**src/hw/rtl/wpp_pkg.sv**
```systemverilog
// Shared types and constants of the WAV PCM stream parser.
// No dependencies; RTL modules and wpp_result_if use scoped names; the bench imports it.
package wpp_pkg;

    // Four-character tags as they arrive, first byte in the top lane
    localparam logic [31:0] TAG_RIFF = 32'h5249_4646;
    localparam logic [31:0] TAG_WAVE = 32'h5741_5645;
    localparam logic [31:0] TAG_FMT  = 32'h666D_7420;
    localparam logic [31:0] TAG_DATA = 32'h6461_7461;

    localparam logic [31:0] RATE_RESET = 32'd16000;
    localparam logic [15:0] FORMAT_PCM = 16'd1;
    localparam logic [15:0] MONO       = 16'd1;
    localparam logic [15:0] BITS_16    = 16'd16;
    localparam logic [31:0] FMT_BODY   = 32'd16;

    // Result queue: entries hold the one or two results of one byte; depth is a power of two
    localparam int OUT_DEPTH = 4;
    localparam int OUT_PTR_W = $clog2(OUT_DEPTH);
    localparam int OUT_CNT_W = $clog2(OUT_DEPTH + 1);

    typedef enum logic [2:0] {
        ST_OK        = 3'd0,
        ST_NOT_RIFF  = 3'd1,
        ST_NOT_WAVE  = 3'd2,
        ST_MISSING   = 3'd3,
        ST_NOT_PCM   = 3'd4,
        ST_NOT_MONO  = 3'd5,
        ST_BAD_RATE  = 3'd6,
        ST_NOT_16BIT = 3'd7
    } t_status;

    typedef enum logic {
        KIND_SAMPLE = 1'b0,
        KIND_STATUS = 1'b1
    } t_kind;

    typedef struct packed {
        t_kind              result_kind;
        logic signed [15:0] sample_value;
        t_status            status_code;
        logic               last_result;
    } t_result;

    // One queue entry: count of valid results, r0 delivered before r1
    typedef struct packed {
        logic [1:0] count;
        t_result    r0;
        t_result    r1;
    } t_pair;

endpackage

```
**src/hw/rtl/wpp_byte_if.sv**
```systemverilog
// Input byte channel of the WAV PCM stream parser: valid/ready plus one file byte.
// No dependencies.
interface wpp_byte_if;
    logic       valid;
    logic       ready;
    logic [7:0] data_byte;
    logic       end_of_file;

    modport source (output valid, output data_byte, output end_of_file, input ready);
    modport sink   (input valid, input data_byte, input end_of_file, output ready);
endinterface

```
**src/hw/rtl/wpp_result_if.sv**
```systemverilog
// Result channel of the WAV PCM stream parser: valid/ready plus one sample or status.
// Depends on wpp_pkg for the field types.
interface wpp_result_if;
    logic                 valid;
    logic                 ready;
    wpp_pkg::t_kind       result_kind;
    logic signed [15:0]   sample_value;
    wpp_pkg::t_status     status_code;
    logic                 last_result;

    modport source (output valid, output result_kind, output sample_value,
                    output status_code, output last_result, input ready);
    modport sink   (input valid, input result_kind, input sample_value,
                    input status_code, input last_result, output ready);
endinterface

```
**src/hw/rtl/wpp_cfg_if.sv**
```systemverilog
// Configuration write channel of the WAV PCM stream parser: valid/ready plus the rate word.
// No dependencies.
interface wpp_cfg_if;
    logic        valid;
    logic        ready;
    logic [31:0] wr_data;

    modport source (output valid, output wr_data, input ready);
    modport sink   (input valid, input wr_data, output ready);
endinterface

```
**src/hw/rtl/wav_pcm_stream_parser.sv**
```systemverilog
// WAV PCM stream parser: one file byte per beat in, at most one sample or status per beat out.
// It accepts a byte every cycle while the four-entry result queue holds two pairs or fewer;
// a byte is parsed in the cycle after its beat, from the input register, and its results
// are offered once they reach the head of the queue. A byte yielding both a last sample
// and the final status hands them out as two results, sample first. The required-rate
// register resets to 16000; the configuration channel writes it and is always ready.
// Depends on wpp_pkg, the three channel interfaces, wpp_parser and wpp_out_queue.
module wav_pcm_stream_parser (
    input  logic          i_clk,
    input  logic          i_rst_n,
    wpp_cfg_if.sink       i_cfg,
    wpp_byte_if.sink      i_in,
    wpp_result_if.source  o_out
);

    logic [31:0]     r_required_rate;
    logic            space_ok;
    logic            push;
    wpp_pkg::t_pair  pair;

    // Hold the required sample rate
    assign i_cfg.ready = 1'b1;

    always_ff @(posedge i_clk) begin
        if (!i_rst_n) begin
            r_required_rate <= wpp_pkg::RATE_RESET;
        end else if (i_cfg.valid) begin
            r_required_rate <= i_cfg.wr_data;
        end
    end

    wpp_parser u_parser (
        .i_clk           (i_clk),
        .i_rst_n         (i_rst_n),
        .i_in            (i_in),
        .i_space_ok      (space_ok),
        .i_required_rate (r_required_rate),
        .o_push          (push),
        .o_pair          (pair)
    );

    wpp_out_queue u_out_queue (
        .i_clk      (i_clk),
        .i_rst_n    (i_rst_n),
        .i_push     (push),
        .i_pair     (pair),
        .o_out      (o_out),
        .o_space_ok (space_ok)
    );

endmodule

```
**src/hw/rtl/wpp_parser.sv**
```systemverilog
// Byte parser: input register, RIFF/WAVE chunk walker state and result pair generation.
// Depends on wpp_pkg and wpp_byte_if.
module wpp_parser (
    input  logic                i_clk,
    input  logic                i_rst_n,
    wpp_byte_if.sink            i_in,
    input  logic                i_space_ok,
    input  logic [31:0]         i_required_rate,
    output logic                o_push,
    output wpp_pkg::t_pair      o_pair
);

    typedef enum logic [5:0] {
        PH_HEADER = 6'b000001,
        PH_CHUNK  = 6'b000010,
        PH_FMT    = 6'b000100,
        PH_EXCESS = 6'b001000,
        PH_DATA   = 6'b010000,
        PH_SKIP   = 6'b100000
    } t_phase;

    // Final verdict of a file in priority order; a missing fmt or data chunk ranks first
    function automatic wpp_pkg::t_status final_code(
        input logic        fmt_present,
        input logic        data_present,
        input logic [15:0] fmt_tag,
        input logic [15:0] channels,
        input logic [31:0] rate,
        input logic [31:0] required,
        input logic [15:0] bits
    );
        if (!fmt_present || !data_present) return wpp_pkg::ST_MISSING;
        if (fmt_tag != wpp_pkg::FORMAT_PCM) return wpp_pkg::ST_NOT_PCM;
        if (channels != wpp_pkg::MONO) return wpp_pkg::ST_NOT_MONO;
        if (rate != required) return wpp_pkg::ST_BAD_RATE;
        if (bits != wpp_pkg::BITS_16) return wpp_pkg::ST_NOT_16BIT;
        return wpp_pkg::ST_OK;
    endfunction

    // Input register
    logic        r_beat_valid;
    logic [7:0]  r_byte;
    logic        r_eof;

    // Parser state
    t_phase      r_phase,        n_phase;
    logic [3:0]  r_byte_index,   n_byte_index;
    logic [31:0] r_tag_shift,    n_tag_shift;
    logic [31:0] r_chunk_length, n_chunk_length;
    logic [32:0] r_bytes_left,   n_bytes_left;
    logic [15:0] r_format_tag,   n_format_tag;
    logic [15:0] r_channels,     n_channels;
    logic [31:0] r_rate,         n_rate;
    logic [15:0] r_bits,         n_bits;
    logic        r_fmt_found,    n_fmt_found;
    logic        r_data_found,   n_data_found;
    logic [7:0]  r_low_byte,     n_low_byte;
    logic        r_finished,     n_finished;

    logic              emit_sample;
    logic              emit_status;
    wpp_pkg::t_status  status_code;
    logic              accept;

    assign i_in.ready = i_space_ok;
    assign accept     = i_in.valid && i_space_ok;

    // Capture the accepted beat
    always_ff @(posedge i_clk) begin
        if (!i_rst_n) begin
            r_beat_valid <= 1'b0;
        end else begin
            r_beat_valid <= accept;
        end
        if (accept) begin
            r_byte <= i_in.data_byte;
            r_eof  <= i_in.end_of_file;
        end
    end

    // Next state for the registered byte
    always_comb begin : p_next
        logic [31:0] tag_new;
        logic [31:0] len_new;
        logic        done;

        n_phase        = r_phase;
        n_byte_index   = r_byte_index;
        n_tag_shift    = r_tag_shift;
        n_chunk_length = r_chunk_length;
        n_bytes_left   = r_bytes_left;
        n_format_tag   = r_format_tag;
        n_channels     = r_channels;
        n_rate         = r_rate;
        n_bits         = r_bits;
        n_fmt_found    = r_fmt_found;
        n_data_found   = r_data_found;
        n_low_byte     = r_low_byte;
        n_finished     = r_finished;
        emit_sample    = 1'b0;
        emit_status    = 1'b0;
        status_code    = wpp_pkg::ST_OK;
        done           = 1'b0;
        tag_new        = {r_tag_shift[23:0], r_byte};
        len_new        = {r_byte, r_chunk_length[31:8]};

        if (r_beat_valid && !r_finished) begin
            case (r_phase)
                // File header: RIFF tag, ignored size, WAVE tag
                PH_HEADER: begin
                    n_tag_shift = tag_new;
                    if (r_byte_index == 4'd3 && tag_new != wpp_pkg::TAG_RIFF) begin
                        emit_status = 1'b1;
                        status_code = wpp_pkg::ST_NOT_RIFF;
                    end else if (r_byte_index == 4'd11) begin
                        if (tag_new != wpp_pkg::TAG_WAVE) begin
                            emit_status = 1'b1;
                            status_code = wpp_pkg::ST_NOT_WAVE;
                        end else begin
                            n_phase      = PH_CHUNK;
                            n_byte_index = 4'd0;
                        end
                    end else begin
                        n_byte_index = r_byte_index + 4'd1;
                    end
                end
                // Chunk header: id, then little-endian size
                PH_CHUNK: begin
                    if (r_byte_index < 4'd4) begin
                        n_tag_shift  = tag_new;
                        n_byte_index = r_byte_index + 4'd1;
                    end else begin
                        n_chunk_length = len_new;
                        if (r_byte_index < 4'd7) begin
                            n_byte_index = r_byte_index + 4'd1;
                        end else begin
                            n_byte_index = 4'd0;
                            if (r_tag_shift == wpp_pkg::TAG_FMT) begin
                                n_fmt_found = 1'b1;
                                n_phase     = PH_FMT;
                            end else if (r_tag_shift == wpp_pkg::TAG_DATA) begin
                                n_data_found = 1'b1;
                                n_bytes_left = {1'b0, len_new[31:1], 1'b0};
                                if (len_new[31:1] == 31'd0) begin
                                    done = 1'b1;
                                end else begin
                                    n_phase = PH_DATA;
                                end
                            end else begin
                                // skip body plus pad byte on odd sizes
                                n_bytes_left = {1'b0, len_new} + {32'd0, len_new[0]};
                                if (len_new == 32'd0) begin
                                    done = 1'b1;
                                end else begin
                                    n_phase = PH_SKIP;
                                end
                            end
                        end
                    end
                end
                // fmt body: capture fields by byte lane
                PH_FMT: begin
                    case (r_byte_index)
                        4'd0:    n_format_tag[7:0]  = r_byte;
                        4'd1:    n_format_tag[15:8] = r_byte;
                        4'd2:    n_channels[7:0]    = r_byte;
                        4'd3:    n_channels[15:8]   = r_byte;
                        4'd4:    n_rate[7:0]        = r_byte;
                        4'd5:    n_rate[15:8]       = r_byte;
                        4'd6:    n_rate[23:16]      = r_byte;
                        4'd7:    n_rate[31:24]      = r_byte;
                        4'd14:   n_bits[7:0]        = r_byte;
                        4'd15:   n_bits[15:8]       = r_byte;
                        default: ;
                    endcase
                    if (r_byte_index != 4'd15) begin
                        n_byte_index = r_byte_index + 4'd1;
                    end else begin
                        n_byte_index = 4'd0;
                        if (r_chunk_length > wpp_pkg::FMT_BODY) begin
                            n_bytes_left = {1'b0, r_chunk_length - wpp_pkg::FMT_BODY};
                            n_phase      = PH_EXCESS;
                        end else begin
                            done = 1'b1;
                        end
                    end
                end
                // data body: pair bytes into samples; Q1.15 of raw/32768 is the raw word
                PH_DATA: begin
                    if (!r_byte_index[0]) begin
                        n_low_byte   = r_byte;
                        n_byte_index = 4'd1;
                    end else begin
                        emit_sample  = 1'b1;
                        n_byte_index = 4'd0;
                    end
                    if (r_bytes_left != 33'd0) n_bytes_left = r_bytes_left - 33'd1;
                    if (r_bytes_left <= 33'd1) done = 1'b1;
                end
                // fmt excess and foreign chunks: drop bytes
                PH_EXCESS, PH_SKIP: begin
                    if (r_bytes_left != 33'd0) n_bytes_left = r_bytes_left - 33'd1;
                    if (r_bytes_left <= 33'd1) done = 1'b1;
                end
                default: ;
            endcase

            // Chunk complete: close the file or go to the next chunk header
            if (done) begin
                if (n_fmt_found && n_data_found) begin
                    emit_status = 1'b1;
                    status_code = final_code(n_fmt_found, n_data_found, n_format_tag,
                                             n_channels, n_rate, i_required_rate, n_bits);
                end else begin
                    n_phase      = PH_CHUNK;
                    n_byte_index = 4'd0;
                end
            end

            // End of file before a verdict
            if (r_eof && !emit_status) begin
                emit_status = 1'b1;
                if (n_phase == PH_HEADER) begin
                    if (n_byte_index < 4'd3 ||
                        (n_byte_index == 4'd3 && n_tag_shift != wpp_pkg::TAG_RIFF)) begin
                        status_code = wpp_pkg::ST_NOT_RIFF;
                    end else begin
                        status_code = wpp_pkg::ST_NOT_WAVE;
                    end
                end else begin
                    status_code = final_code(n_fmt_found, n_data_found, n_format_tag,
                                             n_channels, n_rate, i_required_rate, n_bits);
                end
            end

            if (emit_status) n_finished = 1'b1;
        end

        // Rearm after the last byte of a file
        if (r_beat_valid && r_eof) begin
            n_phase        = PH_HEADER;
            n_byte_index   = 4'd0;
            n_tag_shift    = 32'd0;
            n_chunk_length = 32'd0;
            n_bytes_left   = 33'd0;
            n_format_tag   = 16'd0;
            n_channels     = 16'd0;
            n_rate         = 32'd0;
            n_bits         = 16'd0;
            n_fmt_found    = 1'b0;
            n_data_found   = 1'b0;
            n_low_byte     = 8'd0;
            n_finished     = 1'b0;
        end
    end

    // Build the result pair: a sample always goes ahead of the status
    always_comb begin : p_pair
        wpp_pkg::t_result smp;
        wpp_pkg::t_result sts;

        smp.result_kind  = wpp_pkg::KIND_SAMPLE;
        smp.sample_value = {r_byte, r_low_byte};
        smp.status_code  = wpp_pkg::ST_OK;
        smp.last_result  = 1'b0;
        sts.result_kind  = wpp_pkg::KIND_STATUS;
        sts.sample_value = 16'sd0;
        sts.status_code  = status_code;
        sts.last_result  = 1'b1;

        o_pair.count = {emit_sample & emit_status, emit_sample ^ emit_status};
        o_pair.r0    = emit_sample ? smp : sts;
        o_pair.r1    = sts;
        o_push       = emit_sample | emit_status;
    end

    // Hold parser state
    always_ff @(posedge i_clk) begin
        if (!i_rst_n) begin
            r_phase        <= PH_HEADER;
            r_byte_index   <= 4'd0;
            r_tag_shift    <= 32'd0;
            r_chunk_length <= 32'd0;
            r_bytes_left   <= 33'd0;
            r_format_tag   <= 16'd0;
            r_channels     <= 16'd0;
            r_rate         <= 32'd0;
            r_bits         <= 16'd0;
            r_fmt_found    <= 1'b0;
            r_data_found   <= 1'b0;
            r_low_byte     <= 8'd0;
            r_finished     <= 1'b0;
        end else begin
            r_phase        <= n_phase;
            r_byte_index   <= n_byte_index;
            r_tag_shift    <= n_tag_shift;
            r_chunk_length <= n_chunk_length;
            r_bytes_left   <= n_bytes_left;
            r_format_tag   <= n_format_tag;
            r_channels     <= n_channels;
            r_rate         <= n_rate;
            r_bits         <= n_bits;
            r_fmt_found    <= n_fmt_found;
            r_data_found   <= n_data_found;
            r_low_byte     <= n_low_byte;
            r_finished     <= n_finished;
        end
    end

    // A live data body always has bytes still to come; a closed file may rest in it
    a_data_left: assert property (@(posedge i_clk) disable iff (!i_rst_n)
        r_phase == PH_DATA && !r_finished |-> r_bytes_left != 33'd0)
        else $error("data phase with no bytes left");

    // A finished file yields nothing until its end byte
    a_finished_quiet: assert property (@(posedge i_clk) disable iff (!i_rst_n)
        r_beat_valid && r_finished |-> !o_push)
        else $error("result after the final status");

    // A status closes the file unless the same byte rearms it
    a_status_closes: assert property (@(posedge i_clk) disable iff (!i_rst_n)
        r_beat_valid && emit_status && !r_eof |=> r_finished)
        else $error("status did not close the file");

endmodule

```
**src/hw/rtl/wpp_out_queue.sv**
```systemverilog
// Result queue: holds result pairs and hands them out one beat at a time.
// Depends on wpp_pkg and wpp_result_if.
module wpp_out_queue (
    input  logic              i_clk,
    input  logic              i_rst_n,
    input  logic              i_push,
    input  wpp_pkg::t_pair    i_pair,
    wpp_result_if.source      o_out,
    output logic              o_space_ok
);

    wpp_pkg::t_pair                   r_mem [wpp_pkg::OUT_DEPTH];
    logic [wpp_pkg::OUT_PTR_W-1:0]    r_wr_ptr;
    logic [wpp_pkg::OUT_PTR_W-1:0]    r_rd_ptr;
    logic [wpp_pkg::OUT_CNT_W-1:0]    r_count;
    logic [wpp_pkg::OUT_CNT_W-1:0]    n_count;
    logic                             r_sub;
    logic                             n_sub;

    wpp_pkg::t_pair    head;
    wpp_pkg::t_result  cur;
    logic              pop;
    logic              pop_entry;

    assign head = r_mem[r_rd_ptr];
    assign cur  = r_sub ? head.r1 : head.r0;

    // Present the head result
    assign o_out.valid        = r_count != '0;
    assign o_out.result_kind  = cur.result_kind;
    assign o_out.sample_value = cur.sample_value;
    assign o_out.status_code  = cur.status_code;
    assign o_out.last_result  = cur.last_result;

    // Room for the pair in the input register and one more behind it
    assign o_space_ok = r_count <= wpp_pkg::OUT_CNT_W'(wpp_pkg::OUT_DEPTH - 2);

    assign pop       = o_out.valid && o_out.ready;
    assign pop_entry = pop && (r_sub || head.count != 2'd2);

    always_comb begin
        n_count = r_count + {{(wpp_pkg::OUT_CNT_W-1){1'b0}}, i_push}
                          - {{(wpp_pkg::OUT_CNT_W-1){1'b0}}, pop_entry};
        n_sub   = r_sub;
        if (pop) n_sub = !r_sub && head.count == 2'd2;
    end

    // Advance pointers and count
    always_ff @(posedge i_clk) begin
        if (!i_rst_n) begin
            r_wr_ptr <= '0;
            r_rd_ptr <= '0;
            r_count  <= '0;
            r_sub    <= 1'b0;
        end else begin
            if (i_push) r_wr_ptr <= r_wr_ptr + 1'b1;
            if (pop_entry) r_rd_ptr <= r_rd_ptr + 1'b1;
            r_count <= n_count;
            r_sub   <= n_sub;
        end
    end

    // Write storage
    always_ff @(posedge i_clk) begin
        if (i_push) r_mem[r_wr_ptr] <= i_pair;
    end

    a_no_overflow: assert property (@(posedge i_clk) disable iff (!i_rst_n)
        i_push |-> r_count != wpp_pkg::OUT_CNT_W'(wpp_pkg::OUT_DEPTH))
        else $error("result queue overflow");

    a_sub_pair: assert property (@(posedge i_clk) disable iff (!i_rst_n)
        r_sub |-> (r_count != '0 && head.count == 2'd2))
        else $error("second result read from a single entry");

endmodule

```
**src/flat_wrapper.sv**
```systemverilog
// flat-port wrapper written by rule: the top's interface ports become plain ports
module wav_pcm_stream_parser_flat 
  (i_clk, i_rst_n, i_cfg_valid, i_cfg_wr_data, i_cfg_ready, i_in_valid, i_in_data_byte, i_in_end_of_file, i_in_ready, o_out_valid, o_out_result_kind, o_out_sample_value, o_out_status_code, o_out_last_result, o_out_ready);
  wpp_cfg_if i_cfg_i ();
  wpp_byte_if i_in_i ();
  wpp_result_if o_out_i ();
  input  logic i_clk;
  input  logic i_rst_n;
  input wire logic [$bits(i_cfg_i.valid)-1:0] i_cfg_valid;
  input wire logic [$bits(i_cfg_i.wr_data)-1:0] i_cfg_wr_data;
  output wire logic [$bits(i_cfg_i.ready)-1:0] i_cfg_ready;
  input wire logic [$bits(i_in_i.valid)-1:0] i_in_valid;
  input wire logic [$bits(i_in_i.data_byte)-1:0] i_in_data_byte;
  input wire logic [$bits(i_in_i.end_of_file)-1:0] i_in_end_of_file;
  output wire logic [$bits(i_in_i.ready)-1:0] i_in_ready;
  output wire logic [$bits(o_out_i.valid)-1:0] o_out_valid;
  output wire logic [$bits(o_out_i.result_kind)-1:0] o_out_result_kind;
  output wire logic [$bits(o_out_i.sample_value)-1:0] o_out_sample_value;
  output wire logic [$bits(o_out_i.status_code)-1:0] o_out_status_code;
  output wire logic [$bits(o_out_i.last_result)-1:0] o_out_last_result;
  input wire logic [$bits(o_out_i.ready)-1:0] o_out_ready;
  assign i_cfg_i.valid = i_cfg_valid;
  assign i_cfg_i.wr_data = i_cfg_wr_data;
  assign i_cfg_ready = i_cfg_i.ready;
  assign i_in_i.valid = i_in_valid;
  assign i_in_i.data_byte = i_in_data_byte;
  assign i_in_i.end_of_file = i_in_end_of_file;
  assign i_in_ready = i_in_i.ready;
  assign o_out_valid = o_out_i.valid;
  assign o_out_result_kind = o_out_i.result_kind;
  assign o_out_sample_value = o_out_i.sample_value;
  assign o_out_status_code = o_out_i.status_code;
  assign o_out_last_result = o_out_i.last_result;
  assign o_out_i.ready = o_out_ready;
  wav_pcm_stream_parser u_core (.i_clk(i_clk), .i_rst_n(i_rst_n), .i_cfg(i_cfg_i), .i_in(i_in_i), .o_out(o_out_i));
endmodule
```
**config.mk**
```make
export PLATFORM = sky130hd
export DESIGN_NAME = wav_pcm_stream_parser_flat
export DESIGN_NICKNAME = d
export VERILOG_FILES = /design/src/hw/rtl/wpp_pkg.sv /design/src/hw/rtl/wpp_byte_if.sv /design/src/hw/rtl/wpp_result_if.sv /design/src/hw/rtl/wpp_cfg_if.sv /design/src/hw/rtl/wav_pcm_stream_parser.sv /design/src/hw/rtl/wpp_parser.sv /design/src/hw/rtl/wpp_out_queue.sv /design/src/flat_wrapper.sv
export SDC_FILE = /design/constraint.sdc
export NUM_CORES = 1
export LEC_CHECK = 0
export ABC_CLOCK_PERIOD_IN_PS = 4750
export BUFFER_PORTS_ARGS = -buffer_cell sky130_fd_sc_hd__buf_4
export CORE_UTILIZATION = 38
export DETAILED_ROUTE_END_ITERATION = 8
export GPL_TIMING_DRIVEN = 0
export PLACE_DENSITY = 0.64
export SLEW_MARGIN = 25
export SYNTH_ARGS = -nofsm -noshare
export SYNTH_HDL_FRONTEND = slang
export SYNTH_SLANG_ARGS = --single-unit
```
**constraint.sdc**
```tcl
create_clock -name i_clk -period 4.75 [get_ports i_clk]
set_input_delay 0.2375 -clock i_clk [delete_from_list [all_inputs] [get_ports i_clk]]
set_output_delay 0.2375 -clock i_clk [all_outputs]
set_load 0.03 [all_outputs]
```
==> metrics.cfg, run 1 <==
[global_routing]
track_usage_pct=23.2
antenna_found_initial=0
grt_pass1_vias=15000
grt_pass1_wl_mm=85.9
grt-ovfl-total=0
grt_max_degree=18

[cells_and_area]
layoutNonFillerInstCount=2774
area_delta_synth_final_pct=18.0
fin_nets=2210
fin_util_pct=45.7
final_layout_size_suffix_gt1_share_pct=9.02
design_area_sq_um=20800
num_antenna_cells=0
fill_cells=4303

[critical_path]
setup.worst_path.end_class=register
cp.required_ns=5.22
cp-start-kind=register
cp_top_family=compound AO/OA/AOI/OAI gates
cp_cell_sequence=inv_1 -> ha_1 -> inv_1 -> o21ai_1 -> a211oi_1 -> a22o_1 -> o21bai_1 -> a21oi_1 -> inv_1 -> ha_1 -> clkbuf_1 -> inv_1 -> ha_1 -> fa_1 -> xnor2_1 -> and2_1
crit_arrival_ns=5.05
cp_max_fo=9
r2r_end=u_core.u_out_queue.r_count[2]
crit_top_cell=inv_1
crit_buf_inv=5
rrSetupSlack_ns=0.17
ff2ff_path_depth=16
cp_slowest_cell=o21ai_1
rr_startpoint=u_core.u_parser.r_chunk_length[9]
crit_path_max_incr_delay_ns=0.52
worstSetupPathType=register to register

[pwr]
switching_power_w=0.00237
power_frac_comb_pct=19.9
power_frac_clock_pct=38.5
irDropWorstVdd_mv=0.269
p_seq_share_pct=41.6
internal_power_w=0.00548
powerDensity_nw_per_um2=376
switching_share_pct=30.2
leakage_nw=7.40

[routing]
wl_per_cell_um=19.9
viasPerCell=5.61
drtIter0Drc=1442
wirelength_mm=55.2
final_antenna_net_count=0
first_pass_iters=6
route.detailed.drc=0
vias=15600

[sta]
fin_crit_sh_pct=96.4
maxSlewHeadroom_pct=30.5
holdWs_ns=0.0630
tightest_slew_ns=1.04
finalSetupViolations=0
layout_min_cycle_time_ns=4.58
rsz0062_at_grt=no
drv_slew=0
hold_viol=0
fin_worst_skew_ns=0.0225
fmax_ghz=0.218

[synth]
synth-seq-area-share_pct=45.8
synth_top_area_share_pct=27.3
synth-compound-area-share_pct=13.0
syn_nets=2052
ys_top_cells_by_count=nand2_1, dfxtp_1, a21oi_1
synth_edf_count=109
synth_mux_area_share_pct=6.76
yosysMostFrequentCell=nand2_1
async_reset_ff_share_pct=0
avgSynthCellArea_sq_um=8.90
synth-adder-area-share_pct=1.53
synth_ff_type=dfxtp_1
ys_top_cells_by_area=dfxtp_1, edfxtp_1, nand2_1
synthXorXnorAreaFrac_pct=4.81
synth_top_family_by_area=simple AND/OR/NAND/NOR gates
netlist_instances=1985
synth.largest_area_cell=dfxtp_1
synth-seq-cells=350
yosys_warnings=0
synth_simple_gate_area_share_pct=23.7
synth_cell_types=79
netlist_area_sq_um=17700

[min_path]
worstHoldPathType=input pin to register
min_to=u_core.u_out_queue.r_sub
hold_depth=4
hp-start=o_out_ready

[die]
die_height_um=218
die_w_um=218
initial_utilization_pct=38.8
die-area_sq_um=47300
num_rows=78
io_pins=70
coreArea_sq_um=45600

[clock_tree]
cts_sinks=350
clock_path_buffers=3
cts_tree=yes
clk_pin_slew_ns=0.06
clock_latency_ns=0.57
clock-root-buffer=clkbuf_16
cts_made_buffers=40
htreeDepth=2

[place]
dp.cells=2656
place_area_sq_um=19100
hpwl_mm=39.8
finalWeightedCongestion=0.961
io_buffer_count=66

[run]
maxCapViolations=0

[run_status]
status=finished clean

-- cell type report --
class	count	area, sq um	share of cell area (%)
Buffer	142	568	2.73
Clock buffer	54	1090	5.25
Clock inverter	19	191	0.919
Inverter	55	206	0.991
Multi-Input combinational cell	1438	8860	42.5
Sequential cell	350	8100	38.9
Tap cell	600	751	3.60
Timing Repair Buffer	116	1070	5.13
-- power groups by stage --
stage / clock network (W) / registers (W) / logic, W
2_1_floorplan: 0 / 0.00329 / 0.000966
3_3_place_gp: 0 / 0.00332 / 0.00148
3_5_place_dp: 0 / 0.00332 / 0.00151
4_1_cts: 0.00309 / 0.00326 / 0.00155
5_1_grt: 0.00321 / 0.00327 / 0.00166
6_report: 0.00302 / 0.00326 / 0.00156
-- routing by layer --
metal	track usage, %	wire (um)	share of wire (%)	vias up
li1	-	-	-	7362
met1	31.5	24500	44	7434
met2	36.3	24600	44	634
met3	4.16	4140	7.5	122
met4	9.65	2000	3.6	0
met5	0	0	0	-
-- worst reg2reg max path, delay by kind of cell (launching register included) --
family,cells,cell delay [ns]
buffers and inverters,5,1.10
DFF,1,0.41
adders and majority gates,4,1.09
and+or+nand+nor,1,0.14
AOI/OAI and AO/OA,5,1.62
xor gates and xnor gates,1,0.13
-- sequential cells by signal (all words and copies together), names as in the netlist, 3 cells and up, named ones only --
signal,cells
u_core.r_required_rate,32
u_core.u_out_queue.r_count,3
u_core.u_out_queue.r_mem,100
u_core.u_parser.r_bits,16
u_core.u_parser.r_byte,8
u_core.u_parser.r_byte_index,4
u_core.u_parser.r_bytes_left,33
u_core.u_parser.r_channels,16
u_core.u_parser.r_chunk_length,32
u_core.u_parser.r_format_tag,16
u_core.u_parser.r_low_byte,8
u_core.u_parser.r_phase,6
u_core.u_parser.r_rate,32
u_core.u_parser.r_tag_shift,32
-- worst max-delay path by stage --
stage,from,end,slack (ns),cells past startpoint
2_1_floorplan,u_core.u_parser.r_chunk_length[15],u_core.u_out_queue.r_mem[0][0],0.64,11
3_3_place_gp,u_core.u_parser.r_byte[4],u_core.u_out_queue.r_mem[0][7],-1.46,11
3_5_place_dp,u_core.u_parser.r_byte[4],u_core.u_out_queue.r_mem[2][7],-0.17,12
4_1_cts,u_core.u_parser.r_chunk_length[15],u_core.u_out_queue.r_mem[2][13],0.05,12
5_1_grt,u_core.u_parser.r_chunk_length[9],u_core.u_out_queue.r_count[2],0.02,16
6_report,u_core.u_parser.r_chunk_length[9],u_core.u_out_queue.r_count[2],0.17,16
-- cell usage in the layout, fill, tap and decap left out, types with 10 or more instances in the layout --
| master | n |
|---|---|
| clkbuf_16 | 40 |
| and2_1 | 25 |
| or4_1 | 10 |
| xnor2_1 | 60 |
| buf_4 | 71 |
| ha_1 | 20 |
| mux4_2 | 23 |
| dlygate4sd3_1 | 42 |
| o21ai_0 | 55 |
| nor2_1 | 126 |
| nor3_1 | 52 |
| nor4_1 | 34 |
| edfxtp_1 | 109 |
| nand3_1 | 63 |
| clkbuf_1 | 135 |
| nand2b_1 | 10 |
| nor4b_1 | 12 |
| nand2_1 | 331 |
| o22ai_1 | 21 |
| a21oi_1 | 193 |
| nor2b_1 | 78 |
| dfxtp_1 | 241 |
| mux2i_1 | 63 |
| and3_1 | 14 |
| xor2_1 | 37 |
| a211oi_1 | 12 |
| inv_1 | 54 |
| or3_1 | 13 |
| o221ai_1 | 11 |
| nand4_1 | 29 |
-- stage by stage --
step | total power [W] | setup WS [ns] | setup TNS [ns]
6_report | 0.00784 | 0.172 | 0
4_1_cts | 0.00789 | 0.0457 | 0
5_1_grt | 0.00814 | 0.0150 | 0
3_5_place_dp | 0.00483 | -0.171 | -8.13
3_3_place_gp | 0.00481 | -1.46 | -144.39
2_1_floorplan | 0.00425 | 0.642 | 0
-- timing repair --
item	CTS	global route
setup buffers	0	3
gates cloned	0	0
hold endpoints to repair	42	0
hold buffers	42	0
gates resized for setup	1	2
setup endpoints to repair	77	86
-- cell families (layout without fill, tap and decap cells) --
family	count (synthesis)	count (layout)
mux	90	90
compound gates	379	379
flops	350	350
fa+ha+maj	21	21
other cells	1	1
xor+xnor	97	97
simple gates	850	850
buf+inv	197	386
(Power assumes the default switching activity.)
==> inputs of run 2 (changes only) <==
GPL_TIMING_DRIVEN = not set   (was 0)
==> run 2 against run 1 <==
  * Sequential power hardly changed
  * Count of clock-buffer cells in the layout is 1 lower
  * Highest routed layer unchanged
  * Sequential share of layout area is 0.78 points higher
  * Setup slack better by 0.54 ns
  * Global-route usage is 2.4 points lower
  * Combinational power is 5% lower
  * Register-to-register slack better by 0.54 ns
  * Fmax is 13% higher
  * Cell area is 2.0% lower
==> metrics.cfg, run 2 (synthesis results as in run 1) <==
[run_status]
status=finished clean

[cells_and_area]
largest_register_ffs=100
fill_cells=4274
seq_area_sq_um=8100
area_delta_synth_final_pct=15.6
final_common_cell=nand2_1
regMostFlops=u_core.u_out_queue.r_mem
final_layout_size_suffix_gt1_share_pct=10.9
multi_input_area_sq_um=8830
fin_nets=2103
layout_common_cells=nand2_1, dfxtp_1, a21oi_1, nor2_1
num_antenna_cells=0
largest_registers=u_core.u_out_queue.r_mem: 100 flops, u_core.u_parser.r_bytes_left: 33 flops

[pwr]
p_seq_share_pct=42.1
irDropWorstVdd_mv=0.356
internal_power_w=0.00551
power_frac_comb_pct=19.1
switching_share_pct=29.0
switching_power_w=0.00225
powerDensity_nw_per_um2=380
leakage_nw=7.34
power_frac_clock_pct=38.8
p_total_w=0.00775

[sta]
maxSlewHeadroom_pct=29.7
fin_worst_skew_ns=0.0238
fin_crit_sh_pct=84.9
fmax_ghz=0.248
drv_slew=0
hold_viol=0
layout_min_cycle_time_ns=4.03
fin_tns_setup_ns=0
tightest_slew_ns=1.05
finalSetupViolations=0
rsz0062_at_grt=no

[die]
initial_utilization_pct=38.8
die_height_um=218
coreArea_sq_um=45600
num_rows=78
die_w_um=218
io_pins=70
die-area_sq_um=47300

[routing]
final_antenna_net_count=0
viasPerCell=5.60
wirelength_mm=49.6
wl_per_cell_um=18.6
drtIter0Drc=1455
route.detailed.drc=0
first_pass_iters=5
vias=14900

[global_routing]
grt-ovfl-total=0
grt_max_degree=164
grt_pass1_wl_mm=78.0
grt_pass1_vias=14100
antenna_found_initial=0
track_usage_pct=20.8

[place]
finalWeightedCongestion=0.937
io_buffer_count=68
hpwl_mm=32.9

[clock_tree]
cts_tree=yes
clock-root-buffer=clkbuf_16
clock_latency_ns=0.56
cts_sinks=350
clk_pin_slew_ns=0.06
htreeDepth=2
clock_path_buffers=3
cts_resized=0
cts_made_buffers=39

[critical_path]
crit_arrival_ns=4.49
cp_max_fo=7
worstSetupPathType=register to register
rrSetupSlack_ns=0.72
setup.worst_path.end_class=register
cp-start-kind=register
cp.required_ns=5.21

[min_path]
worstHoldPathType=input pin to register

[run]
maxCapViolations=0

run 2: changes by cell type in the layout (fill, tap and decap cells not counted), moves of 4 or more:
cell,delta
clkbuf_1,-126
buf_4,+38
buf_2,-4
nor2b_2,+4
nor2b_4,-4
buf_16,-4
buf_1,-8
run 2: worst paths after layout:
check | start | end | cells after the start
worst max-delay path | u_core.u_parser.r_bytes_left[21] | u_core.u_out_queue.r_count[1] | 12
worst min-delay path | i_rst_n | u_core.r_required_rate[11] | 2
worst max register to register | u_core.u_parser.r_bytes_left[21] | u_core.u_out_queue.r_count[1] | 12
worst min register to register | u_core.u_parser.r_channels[14] | u_core.u_parser.r_channels[14] | 2
run 2: area by class of cell:
type	count	area share [%]
clock inverter	17	0.919
clock buffer	53	5.34
timing repair buffer	152	6.16
multi-input combinational	1438	43.2
inverter	55	1.01
sequential	350	39.7
tap	600	3.68
run 2: layer usage:
layer | track usage [%] | vias to the layer above | part of all wire, %
li1 | - | 7148 | -
met1 | 28.6 | 7182 | 45
met2 | 32.7 | 517 | 45
met3 | 3.46 | 87 | 6.8
met4 | 8.00 | 0 | 3.0
met5 | 0 | - | 0
run 2: per-stage QoR:
step	setup WS [ns]	utilization [%]	instances	hold WS [ns]	area, sq um
floorplan	0.642	-	1985	0.336	17700
global placement	0.790	41.1	2553	0.416	18700
detailed placement	0.752	41.1	2553	0.419	18700
CTS	0.755	44.8	2665	0.0280	20400
global route	0.525	44.8	2665	0.0537	20400
finish	0.716	44.8	2665	0.0498	20400
run 2: what timing repair did:
action	4_1_cts	5_1_grt
setup buffers	0	0
hold buffers	42	0
hold endpoints to repair	42	0
setup endpoints to repair	0	0
run 2: power by group through the flow:
| stage | Sequential [W] | Combinational (W) | Clock (W) |
|---|---|---|---|
| floorplan | 0.00329 | 0.000966 | 0 |
| global placement | 0.00333 | 0.00143 | 0 |
| detailed placement | 0.00333 | 0.00145 | 0 |
| CTS | 0.00327 | 0.00148 | 0.00307 |
| global route | 0.00328 | 0.00158 | 0.00319 |
| finish | 0.00327 | 0.00148 | 0.00301 |
run 2: worst max-delay path: stages, from the launching register on:
cell and delay [ns]:
dfxtp_1 0.35, or4_1 0.57, or4_1 0.50, nor3_1 0.46, a22o_1 0.21, o21bai_1 0.15, a21oi_1 0.43, inv_1 0.10
ha_1 0.34, inv_1 0.09, ha_1 0.16, fa_1 0.41, and2_1 0.16
